### src/rtl/pse_pkg.sv
// pse_pkg: shared types, codes and defaults of the postfix stack evaluator
// used by every module under rtl; depends on nothing

package pse_pkg;

    localparam int PSE_STACK_DEPTH   = 16;
    localparam int PSE_FRACTION_BITS = 16;

    localparam int DIV_STEPS  = 32;
    localparam int DIV_CNT_W  = $clog2(DIV_STEPS);

    // token kinds
    localparam logic [2:0] OP_PUSH = 3'd0;
    localparam logic [2:0] OP_ADD  = 3'd1;
    localparam logic [2:0] OP_SUB  = 3'd2;
    localparam logic [2:0] OP_MUL  = 3'd3;
    localparam logic [2:0] OP_DIV  = 3'd4;

    // status codes
    localparam logic [2:0] ST_OK        = 3'd0;
    localparam logic [2:0] ST_UNDERFLOW = 3'd1;
    localparam logic [2:0] ST_DIVZERO   = 3'd2;
    localparam logic [2:0] ST_UNKNOWN   = 3'd3;
    localparam logic [2:0] ST_OVERFLOW  = 3'd4;
    localparam logic [2:0] ST_BADFINAL  = 3'd5;

    typedef enum logic [2:0] {
        S_IDLE,
        S_DECODE,
        S_READ,
        S_MUL,
        S_DIV,
        S_RESULT
    } t_state;

    typedef enum logic [1:0] {
        RES_ADDSUB,
        RES_MUL,
        RES_DIV
    } t_res_sel;

    typedef struct packed {
        logic       capture;
        logic       push;
        logic       set_err;
        logic [2:0] err_code;
        logic       read_left;
        logic       write_res;
        t_res_sel   res_sel;
        logic       mul_load;
        logic       div_start;
        logic       load_out;
    } t_cmd;

    typedef struct packed {
        logic [2:0] op;
        logic       has_err;
        logic       full;
        logic       few;
        logic       b_zero;
        logic       div_done;
        logic       out_free;
    } t_sts;

endpackage

### src/rtl/postfix_stack_evaluator_unit.sv
// postfix_stack_evaluator_unit: top level of the postfix stack evaluator
// depends on pse_pkg, pse_ctrl, pse_datapath (and pse_div below it)
//
// Usage: one token per request on the slave stream. i_s_tuser carries the token
// kind (push, add, subtract, multiply, divide, anything else unknown), i_s_tdata
// the signed fixed point operand and i_s_tlast marks the final token of an
// expression. Every token gives exactly one result request on the master stream:
// o_m_tuser is the status, o_m_tdata the top of stack (or the final value) and
// o_m_tlast closes the expression. Errors stick until the final token.
// Push, a stack error or a token after an error go from decode to the result;
// operators first read the left operand, multiply then registers the product
// and divide waits for the divider, one quotient bit a cycle over 32 bits. The
// next token can be taken in the cycle after the result is registered.
// The stack is a memory read through one registered port, one operand per token.
// Reset empties the stack and clears the sticky error; stack contents are not
// cleared. When the receiver stalls the result stays in the output register and
// the next token is still taken and worked; its result waits until that register
// frees, and no further token is accepted meanwhile.

module postfix_stack_evaluator_unit
    import pse_pkg::*;
#(
    parameter int STACK_DEPTH   = PSE_STACK_DEPTH,
    parameter int FRACTION_BITS = PSE_FRACTION_BITS
) (
    input  logic        i_clk,
    input  logic        i_rst_n,
    input  logic        i_s_tvalid,
    output logic        o_s_tready,
    input  logic [31:0] i_s_tdata,   // operand_value
    input  logic [2:0]  i_s_tuser,   // operation
    input  logic        i_s_tlast,
    output logic        o_m_tvalid,
    input  logic        i_m_tready,
    output logic [31:0] o_m_tdata,   // value
    output logic [2:0]  o_m_tuser,   // status
    output logic        o_m_tlast
);

    t_cmd w_cmd;
    t_sts w_sts;

    pse_ctrl u_ctrl (
        .i_clk      (i_clk),
        .i_rst_n    (i_rst_n),
        .i_s_tvalid (i_s_tvalid),
        .o_s_tready (o_s_tready),
        .i_sts      (w_sts),
        .o_cmd      (w_cmd)
    );

    pse_datapath #(
        .STACK_DEPTH   (STACK_DEPTH),
        .FRACTION_BITS (FRACTION_BITS)
    ) u_datapath (
        .i_clk      (i_clk),
        .i_rst_n    (i_rst_n),
        .i_cmd      (w_cmd),
        .o_sts      (w_sts),
        .i_s_tdata  (i_s_tdata),
        .i_s_tuser  (i_s_tuser),
        .i_s_tlast  (i_s_tlast),
        .o_m_tvalid (o_m_tvalid),
        .i_m_tready (i_m_tready),
        .o_m_tdata  (o_m_tdata),
        .o_m_tuser  (o_m_tuser),
        .o_m_tlast  (o_m_tlast)
    );

endmodule

### src/rtl/pse_div.sv
// pse_div: iterative radix-2 signed fixed point divider, one quotient bit a cycle
// depends on pse_pkg

module pse_div
    import pse_pkg::*;
#(
    parameter int FRACTION_BITS = PSE_FRACTION_BITS
) (
    input  logic        i_clk,
    input  logic        i_rst_n,
    input  logic        i_start,
    input  logic [31:0] i_dividend,
    input  logic [31:0] i_divisor,
    output logic        o_done,
    output logic [31:0] o_quotient
);

    logic                 r_busy;
    logic                 r_done;
    logic [DIV_CNT_W-1:0] r_cnt;
    logic [31:0]          r_rem;
    logic [31:0]          r_quo;
    logic [31:0]          r_div;
    logic                 r_neg;
    logic                 r_ovf;

    logic [31:0] n_mag_a;
    logic [31:0] n_mag_b;
    logic [63:0] n_wide;
    logic [32:0] n_trial;
    logic        n_ge;
    logic [32:0] n_diff;

    assign n_mag_a = i_dividend[31] ? (32'd0 - i_dividend) : i_dividend;
    assign n_mag_b = i_divisor[31] ? (32'd0 - i_divisor) : i_divisor;
    assign n_wide  = {32'd0, n_mag_a} << FRACTION_BITS;
    assign n_trial = {r_rem, r_quo[31]};
    assign n_ge    = n_trial >= {1'b0, r_div};
    assign n_diff  = n_trial - {1'b0, r_div};

    always_ff @(posedge i_clk) begin
        if (!i_rst_n) begin
            r_busy <= 1'b0;
            r_done <= 1'b0;
            r_cnt  <= '0;
        end else begin
            r_done <= 1'b0;
            if (i_start) begin
                r_busy <= 1'b1;
                r_cnt  <= DIV_CNT_W'(DIV_STEPS - 1);
            end else if (r_busy) begin
                r_cnt <= r_cnt - DIV_CNT_W'(1);
                if (r_cnt == '0) begin
                    r_busy <= 1'b0;
                    r_done <= 1'b1;
                end
            end
        end
    end

    always_ff @(posedge i_clk) begin
        if (i_start) begin
            r_rem <= n_wide[63:32];
            r_quo <= n_wide[31:0];
            r_div <= n_mag_b;
            r_neg <= i_dividend[31] ^ i_divisor[31];
            r_ovf <= n_wide[63:32] >= n_mag_b;
        end else if (r_busy) begin
            r_rem <= n_ge ? n_diff[31:0] : n_trial[31:0];
            r_quo <= {r_quo[30:0], n_ge};
        end
    end

    // saturate the magnitude quotient back to signed
    always_comb begin
        if (r_ovf) begin
            o_quotient = r_neg ? 32'h8000_0000 : 32'h7FFF_FFFF;
        end else if (r_neg) begin
            o_quotient = (r_quo > 32'h8000_0000) ? 32'h8000_0000 : (32'd0 - r_quo);
        end else begin
            o_quotient = (r_quo > 32'h7FFF_FFFF) ? 32'h7FFF_FFFF : r_quo;
        end
    end

    assign o_done = r_done;

    property p_start_idle;
        @(posedge i_clk) disable iff (!i_rst_n) i_start |-> !r_busy;
    endproperty
    a_start_idle: assert property (p_start_idle) else $error("divider restarted while busy");

    property p_done_after_busy;
        @(posedge i_clk) disable iff (!i_rst_n) r_done |-> $past(r_busy) && !r_busy;
    endproperty
    a_done_after_busy: assert property (p_done_after_busy) else $error("done without iteration");

    property p_done_single;
        @(posedge i_clk) disable iff (!i_rst_n) r_done |=> !r_done;
    endproperty
    a_done_single: assert property (p_done_single) else $error("done held longer than a cycle");

endmodule

### src/rtl/pse_datapath.sv
// pse_datapath: stack memory, top-of-stack register, arithmetic and output register
// depends on pse_pkg and pse_div

module pse_datapath
    import pse_pkg::*;
#(
    parameter int STACK_DEPTH   = PSE_STACK_DEPTH,
    parameter int FRACTION_BITS = PSE_FRACTION_BITS
) (
    input  logic        i_clk,
    input  logic        i_rst_n,
    input  t_cmd        i_cmd,
    output t_sts        o_sts,
    input  logic [31:0] i_s_tdata,
    input  logic [2:0]  i_s_tuser,
    input  logic        i_s_tlast,
    output logic        o_m_tvalid,
    input  logic        i_m_tready,
    output logic [31:0] o_m_tdata,
    output logic [2:0]  o_m_tuser,
    output logic        o_m_tlast
);

    localparam int CW = $clog2(STACK_DEPTH + 1);
    localparam int IW = $clog2(STACK_DEPTH);
    localparam logic signed [63:0] SAT_MAX = 64'sd2147483647;
    localparam logic signed [63:0] SAT_MIN = -64'sd2147483648;

    logic [31:0]        r_mem [STACK_DEPTH];
    logic [2:0]         r_op;
    logic [31:0]        r_operand;
    logic               r_last;
    logic [CW-1:0]      r_count;
    logic [2:0]         r_err;
    logic [31:0]        r_tos;
    logic [31:0]        r_left;
    logic signed [63:0] r_prod;
    logic               r_out_valid;
    logic [31:0]        r_out_value;
    logic [2:0]         r_out_status;
    logic               r_out_last;

    logic [CW-1:0]      n_cnt_m2;
    logic [IW-1:0]      n_pair_idx;
    logic [IW-1:0]      n_push_idx;
    logic signed [32:0] n_sum;
    logic [31:0]        n_addsub;
    logic signed [63:0] n_shr;
    logic [31:0]        n_mul;
    logic [31:0]        n_div;
    logic               n_div_done;
    logic [31:0]        n_res;
    logic [2:0]         n_out_status;
    logic [31:0]        n_out_value;

    assign n_cnt_m2   = r_count - CW'(2);
    assign n_pair_idx = n_cnt_m2[IW-1:0];
    assign n_push_idx = r_count[IW-1:0];

    assign n_sum = (r_op == OP_SUB)
                 ? ($signed({r_left[31], r_left}) - $signed({r_tos[31], r_tos}))
                 : ($signed({r_left[31], r_left}) + $signed({r_tos[31], r_tos}));
    assign n_addsub = (n_sum[32] != n_sum[31])
                    ? (n_sum[32] ? 32'h8000_0000 : 32'h7FFF_FFFF) : n_sum[31:0];

    // arithmetic shift rounds toward minus infinity
    assign n_shr = r_prod >>> FRACTION_BITS;
    assign n_mul = (n_shr > SAT_MAX) ? 32'h7FFF_FFFF
                 : (n_shr < SAT_MIN) ? 32'h8000_0000 : n_shr[31:0];

    pse_div #(
        .FRACTION_BITS(FRACTION_BITS)
    ) u_div (
        .i_clk      (i_clk),
        .i_rst_n    (i_rst_n),
        .i_start    (i_cmd.div_start),
        .i_dividend (r_left),
        .i_divisor  (r_tos),
        .o_done     (n_div_done),
        .o_quotient (n_div)
    );

    always_comb begin
        unique case (i_cmd.res_sel)
            RES_ADDSUB: n_res = n_addsub;
            RES_MUL:    n_res = n_mul;
            RES_DIV:    n_res = n_div;
            default:    n_res = n_addsub;
        endcase
    end

    always_comb begin
        if (r_last) begin
            if (r_err != ST_OK) begin
                n_out_status = r_err;
                n_out_value  = '0;
            end else if (r_count != CW'(1)) begin
                n_out_status = ST_BADFINAL;
                n_out_value  = '0;
            end else begin
                n_out_status = ST_OK;
                n_out_value  = r_tos;
            end
        end else begin
            n_out_status = r_err;
            n_out_value  = (r_count != '0) ? r_tos : '0;
        end
    end

    always_ff @(posedge i_clk) begin
        if (i_cmd.push) begin
            r_mem[n_push_idx] <= r_operand;
        end else if (i_cmd.write_res) begin
            r_mem[n_pair_idx] <= n_res;
        end
        if (i_cmd.read_left) begin
            r_left <= r_mem[n_pair_idx];
        end
    end

    always_ff @(posedge i_clk) begin
        if (i_cmd.capture) begin
            r_op      <= i_s_tuser;
            r_operand <= i_s_tdata;
            r_last    <= i_s_tlast;
        end
        if (i_cmd.push) begin
            r_tos <= r_operand;
        end else if (i_cmd.write_res) begin
            r_tos <= n_res;
        end
        if (i_cmd.mul_load) begin
            r_prod <= $signed(r_left) * $signed(r_tos);
        end
        if (i_cmd.load_out) begin
            r_out_value  <= n_out_value;
            r_out_status <= n_out_status;
            r_out_last   <= r_last;
        end
    end

    always_ff @(posedge i_clk) begin
        if (!i_rst_n) begin
            r_count     <= '0;
            r_err       <= ST_OK;
            r_out_valid <= 1'b0;
        end else begin
            if (i_cmd.push) begin
                r_count <= r_count + CW'(1);
            end else if (i_cmd.write_res) begin
                r_count <= r_count - CW'(1);
            end else if (i_cmd.load_out && r_last) begin
                r_count <= '0;
            end
            if (i_cmd.set_err) begin
                r_err <= i_cmd.err_code;
            end else if (i_cmd.load_out && r_last) begin
                r_err <= ST_OK;
            end
            if (i_cmd.load_out) begin
                r_out_valid <= 1'b1;
            end else if (i_m_tready) begin
                r_out_valid <= 1'b0;
            end
        end
    end

    assign o_sts.op       = r_op;
    assign o_sts.has_err  = r_err != ST_OK;
    assign o_sts.full     = r_count >= CW'(STACK_DEPTH);
    assign o_sts.few      = r_count < CW'(2);
    assign o_sts.b_zero   = r_tos == '0;
    assign o_sts.div_done = n_div_done;
    assign o_sts.out_free = !r_out_valid || i_m_tready;

    assign o_m_tvalid = r_out_valid;
    assign o_m_tdata  = r_out_value;
    assign o_m_tuser  = r_out_status;
    assign o_m_tlast  = r_out_last;

    property p_push_room;
        @(posedge i_clk) disable iff (!i_rst_n) i_cmd.push |-> r_count < CW'(STACK_DEPTH);
    endproperty
    a_push_room: assert property (p_push_room) else $error("push onto full stack");

    property p_pair_present;
        @(posedge i_clk) disable iff (!i_rst_n)
            (i_cmd.write_res || i_cmd.read_left) |-> r_count >= CW'(2);
    endproperty
    a_pair_present: assert property (p_pair_present) else $error("operator with short stack");

    property p_err_sticky;
        @(posedge i_clk) disable iff (!i_rst_n) i_cmd.set_err |-> r_err == ST_OK;
    endproperty
    a_err_sticky: assert property (p_err_sticky) else $error("error overwritten");

    property p_final_clears;
        @(posedge i_clk) disable iff (!i_rst_n)
            (i_cmd.load_out && r_last) |=> (r_count == '0) && (r_err == ST_OK);
    endproperty
    a_final_clears: assert property (p_final_clears) else $error("stack not cleared at end");

endmodule

### src/rtl/pse_ctrl.sv
// pse_ctrl: token sequencer, drives datapath commands from its status
// depends on pse_pkg

module pse_ctrl
    import pse_pkg::*;
(
    input  logic i_clk,
    input  logic i_rst_n,
    input  logic i_s_tvalid,
    output logic o_s_tready,
    input  t_sts i_sts,
    output t_cmd o_cmd
);

    t_state r_state;
    t_state n_state;

    always_ff @(posedge i_clk) begin
        if (!i_rst_n) begin
            r_state <= S_IDLE;
        end else begin
            r_state <= n_state;
        end
    end

    always_comb begin
        n_state = r_state;
        unique case (r_state)
            S_IDLE: begin
                if (i_s_tvalid) n_state = S_DECODE;
            end
            S_DECODE: begin
                priority if (i_sts.has_err || i_sts.op == OP_PUSH || i_sts.few
                             || i_sts.op > OP_DIV) begin
                    n_state = S_RESULT;
                end else begin
                    n_state = S_READ;
                end
            end
            S_READ: begin
                priority if (i_sts.op == OP_MUL) begin
                    n_state = S_MUL;
                end else if (i_sts.op == OP_DIV && !i_sts.b_zero) begin
                    n_state = S_DIV;
                end else begin
                    n_state = S_RESULT;
                end
            end
            S_MUL: n_state = S_RESULT;
            S_DIV: begin
                if (i_sts.div_done) n_state = S_RESULT;
            end
            S_RESULT: begin
                if (i_sts.out_free) n_state = S_IDLE;
            end
            default: n_state = S_IDLE;
        endcase
    end

    always_comb begin
        o_cmd      = '0;
        o_s_tready = 1'b0;
        unique case (r_state)
            S_IDLE: begin
                o_s_tready    = 1'b1;
                o_cmd.capture = i_s_tvalid;
            end
            S_DECODE: begin
                if (!i_sts.has_err) begin
                    priority if (i_sts.op == OP_PUSH) begin
                        if (i_sts.full) begin
                            o_cmd.set_err  = 1'b1;
                            o_cmd.err_code = ST_OVERFLOW;
                        end else begin
                            o_cmd.push = 1'b1;
                        end
                    end else if (i_sts.few) begin
                        o_cmd.set_err  = 1'b1;
                        o_cmd.err_code = ST_UNDERFLOW;
                    end else if (i_sts.op > OP_DIV) begin
                        o_cmd.set_err  = 1'b1;
                        o_cmd.err_code = ST_UNKNOWN;
                    end else begin
                        o_cmd.read_left = 1'b1;
                    end
                end
            end
            S_READ: begin
                priority if (i_sts.op == OP_MUL) begin
                    o_cmd.mul_load = 1'b1;
                end else if (i_sts.op == OP_DIV) begin
                    if (i_sts.b_zero) begin
                        o_cmd.set_err  = 1'b1;
                        o_cmd.err_code = ST_DIVZERO;
                    end else begin
                        o_cmd.div_start = 1'b1;
                    end
                end else begin
                    o_cmd.write_res = 1'b1;
                    o_cmd.res_sel   = RES_ADDSUB;
                end
            end
            S_MUL: begin
                o_cmd.write_res = 1'b1;
                o_cmd.res_sel   = RES_MUL;
            end
            S_DIV: begin
                o_cmd.write_res = i_sts.div_done;
                o_cmd.res_sel   = RES_DIV;
            end
            S_RESULT: begin
                o_cmd.load_out = i_sts.out_free;
            end
            default: begin
                o_cmd = '0;
            end
        endcase
    end

    property p_div_wait;
        @(posedge i_clk) disable iff (!i_rst_n)
            (r_state == S_DIV && !i_sts.div_done) |=> r_state == S_DIV;
    endproperty
    a_div_wait: assert property (p_div_wait) else $error("left divide before quotient");

    property p_result_hold;
        @(posedge i_clk) disable iff (!i_rst_n)
            (r_state == S_RESULT && !i_sts.out_free) |=> r_state == S_RESULT;
    endproperty
    a_result_hold: assert property (p_result_hold) else $error("result dropped");

    property p_one_request;
        @(posedge i_clk) disable iff (!i_rst_n)
            o_cmd.capture |=> !o_s_tready;
    endproperty
    a_one_request: assert property (p_one_request) else $error("second request taken early");

endmodule

### config.mk
export PLATFORM = sky130hd
export DESIGN_NAME = postfix_stack_evaluator_unit
export DESIGN_NICKNAME = d
export VERILOG_FILES = /design/src/rtl/pse_pkg.sv /design/src/rtl/postfix_stack_evaluator_unit.sv /design/src/rtl/pse_div.sv /design/src/rtl/pse_datapath.sv /design/src/rtl/pse_ctrl.sv
export SDC_FILE = /design/constraint.sdc
export NUM_CORES = 2
export LEC_CHECK = 0
export ABC_AREA = 0
export BUFFER_PORTS_ARGS = -buffer_cell sky130_fd_sc_hd__buf_4
export CAP_MARGIN = 30
export CORE_ASPECT_RATIO = 0.75
export CORE_MARGIN = 10
export CORE_UTILIZATION = 51
export CTS_BUF_LIST = sky130_fd_sc_hd__clkbuf_8
export DETAILED_ROUTE_END_ITERATION = 7
export PLACE_DENSITY = 0.72
export SETUP_SLACK_MARGIN = 0.2
export SLEW_MARGIN = 20
export SYNTH_ARGS = -nofsm -noshare
export SYNTH_HDL_FRONTEND = slang
export SYNTH_SLANG_ARGS = --single-unit
### constraint.sdc
create_clock -name i_clk -period 13 [get_ports i_clk]
set_clock_uncertainty 0.05 [all_clocks]
set_input_delay 1.3 -clock i_clk [delete_from_list [all_inputs] [get_ports i_clk]]
set_output_delay 1.3 -clock i_clk [all_outputs]
set_load 0.005 [all_outputs]
==> flow_summary.ini <==
[run_status]
outcome = finished, final reports clean

[floorplanning]
die_w_um = 459.3
start_util_pct = 51.54
core_mm2 = 0.1432
rows = 120
die_h_um = 349.5
die_area_mm2 = 0.1605
io_pins = 78

[timing]
worstMarginPinSlew_ns = 1.090
slew_violations = 0
fin_ws_ns = 3.403
setup_violations = 0
fin_crit_sh_pct = 73.82
fin_tns_setup_ns = 0
relSlewSlack_pct = 27.31
rsz0062_at_grt = no
post-route-min-period_ns = 9.597
fmax_mhz = 104.2
finalHoldViolCount = 0

[worst_setup_path]
cp_data_arrival_time_ns = 10.15
end_kind = flip-flop
worstSetupStartpointType = flip-flop
required_ns = 13.55
crit_type = reg2reg
r2r_slack_ns = 3.40
crit_fanout = 20

[synth]
ys_seq_area_share_pct = 32.38
syn_area_mm2 = 0.07382
synthFlopType = edfxtp_1
ys_warn_count = 0
synth_enable_flop_cells = 762
ys_types = 82
synth_area_per_cell_um2 = 11.31
syn_nets = 7921
async_flop_share_pct = 0
syn_inst = 6524
ys_ff_latch = 813

[global_route]
grt_pass1_vias = 53020
gr-total-overflow = 0
grt_max_degree = 82
grtUsageTotal_pct = 27.31
antenna_found_initial = 15
grt_pass1_wl_mm = 331.9

[clock_tree]
cts_sinks = 813
h-tree-depth = 3
cts_root_buf = clkbuf_8
numCtsBuffers = 119
cts_buffer_depth = 3
cts_tree = done
cts_hold_buf = 0
clk_latency_ns = 0.88
post-cts-setup-buffer-count = 0
cts_resized = 0
path_clk_slew_ns = 0.07

[placement]
io_buffer_count = 77
dp_hpwl_mm = 152.5
placed_area_mm2 = 0.07667
place_ws_ns = 3.578
dpl.cell_count = 8243
routabilityCongestion = 1.005

[final_layout]
instances_no_fill = 8471
drive_above_1_share_pct = 9.690
final_nets = 7881
area_growth_pct = 7.312
final_area_mm2 = 0.07922
final_cell_mix = fa_1, inv_1, edfxtp_1
final_common_cell = fa_1

[drt]
ant_nets = 0
post_drt_via_cell_ratio = 5.994
routed_wl_mm = 216.8
wl_per_cell_um = 25.60
dr.pass1.iters = 7
route.detailed.drc = 0
num_vias = 50780
drt_first_iter_violations = 5991

[run]
drv_cap = 0

[hold_path]
hp-class = reg2reg
-- registers in the layout, summed over array words and instances, names as in the netlist, 3 cells and up --
register	flops
u_datapath.u_div.r_quo	32
u_datapath.r_operand	32
u_datapath.o_m_tuser	3
u_datapath.r_op	3
u_datapath.u_div.r_cnt	5
u_datapath.r_err	3
u_datapath.r_mem	512
u_datapath.r_left	32
u_datapath.r_tos	32
u_ctrl.r_state	3
u_datapath.o_m_tdata	32
u_datapath.r_prod	48
u_datapath.u_div.r_div	32
u_datapath.r_count	5
u_datapath.u_div.r_rem	32
-- cells in the mapped netlist (17+ instances only) --
cell         n  share of area, %
a211oi_1    20              0.20
nor2b_1     48              0.41
nor4_1      20              0.17
o21ai_0    145              0.98
xor2_1      82              0.97
inv_1     1033               5.3
nor3_1      54              0.37
o21a_1      25              0.25
nand2_1    655               3.3
nor2_1     221               1.1
buf_1       52              0.26
mux4_2     160               4.9
a21oi_1    208               1.4
fa_1      1083                29
and2_1     550               4.7
clkbuf_1   335               1.7
mux2i_1     29              0.39
ha_1       274               4.6
edfxtp_1   762                31
o22ai_1     17              0.14
o31ai_1     36              0.37
xnor2_1    121               1.4
nand4_1     30              0.25
dfxtp_1     51               1.4
or3_1       29              0.25
a31oi_1     75              0.64
nand2b_1    24              0.20
o211ai_1    19              0.19
a21o_1      67              0.68
nand3_1     82              0.56
-- kinds of logic after synthesis --
kind of cell	synth area share, %
mux	5.366
simple gates	12.17
xor+xnor	2.409
flops	32.38
buf+inv	7.283
fa+ha+maj	34.01
compound gates	6.373
-- final cells by class --
type / instances / area (um^2)
Tap cell: 1891 / 2366
Multi-Input combinational cell: 4284 / 44840
Sequential cell: 813 / 23910
Clock buffer: 120 / 1652
Clock inverter: 91 / 709.4
Inverter: 1034 / 3881
Fill cell: 11940 / 64020
Timing Repair Buffer: 232 / 1837
Antenna cell: 6 / 15.01
-- worst max-delay path, stage by stage (launching register included) --
cell and delay (ns):
edfxtp_1 0.93, buf_4 0.41, and2_1 0.19, fa_1 0.41, inv_1 0.26, fa_1 0.48
inv_1 0.24, fa_1 0.50, fa_1 0.84, inv_1 0.43, fa_1 0.60, inv_1 0.06
fa_1 0.53, inv_1 0.05, fa_1 0.49, inv_1 0.07, fa_1 0.46, ha_1 0.35
a2111oi_0 0.64, nor2b_1 0.22, a31o_2 0.11, a211o_1 0.21, nor2_1 0.13, a221oi_1 0.38
o21ai_0 0.16, xnor2_1 0.14
-- final timing paths --
| kind | startpoint | to | cells past startpoint |
|---|---|---|---|
| worst max-delay path | u_datapath.r_tos[7]$_DFFE_PP_ | u_datapath.r_prod[59]$_DFFE_PP_ | 25 |
| worst min-delay path | u_datapath.u_div.r_rem[16]$_SDFFE_PP0P_ | u_datapath.u_div.r_rem[17]$_SDFFE_PP0P_ | 2 |
| worst max register to register | u_datapath.r_tos[7]$_DFFE_PP_ | u_datapath.r_prod[59]$_DFFE_PP_ | 25 |
| worst min register to register | u_datapath.u_div.r_rem[16]$_SDFFE_PP0P_ | u_datapath.u_div.r_rem[17]$_SDFFE_PP0P_ | 2 |
-- routing by layer --
metal	global-route usage [%]	wire (um)	vias to the layer above
li1	-	-	21260
met1	38.62	86030	25940
met2	39.43	92540	3076
met3	8.008	27800	486
met4	11.21	10300	8
met5	0.5028	157	-
-- metrics by stage --
stage          utilization (%)  hold WS, ns
2_1_floorplan                -       0.4145
3_3_place_gp             53.48       0.4358
3_5_place_dp             53.53       0.4483
4_1_cts                  55.18       0.4576
5_1_grt                  55.29       0.4834
6_report                 55.30       0.4531
Power is left out: the tool's default activity adds up to more than one toggle a clock period on the data nets, which glitch-free logic cannot reach.
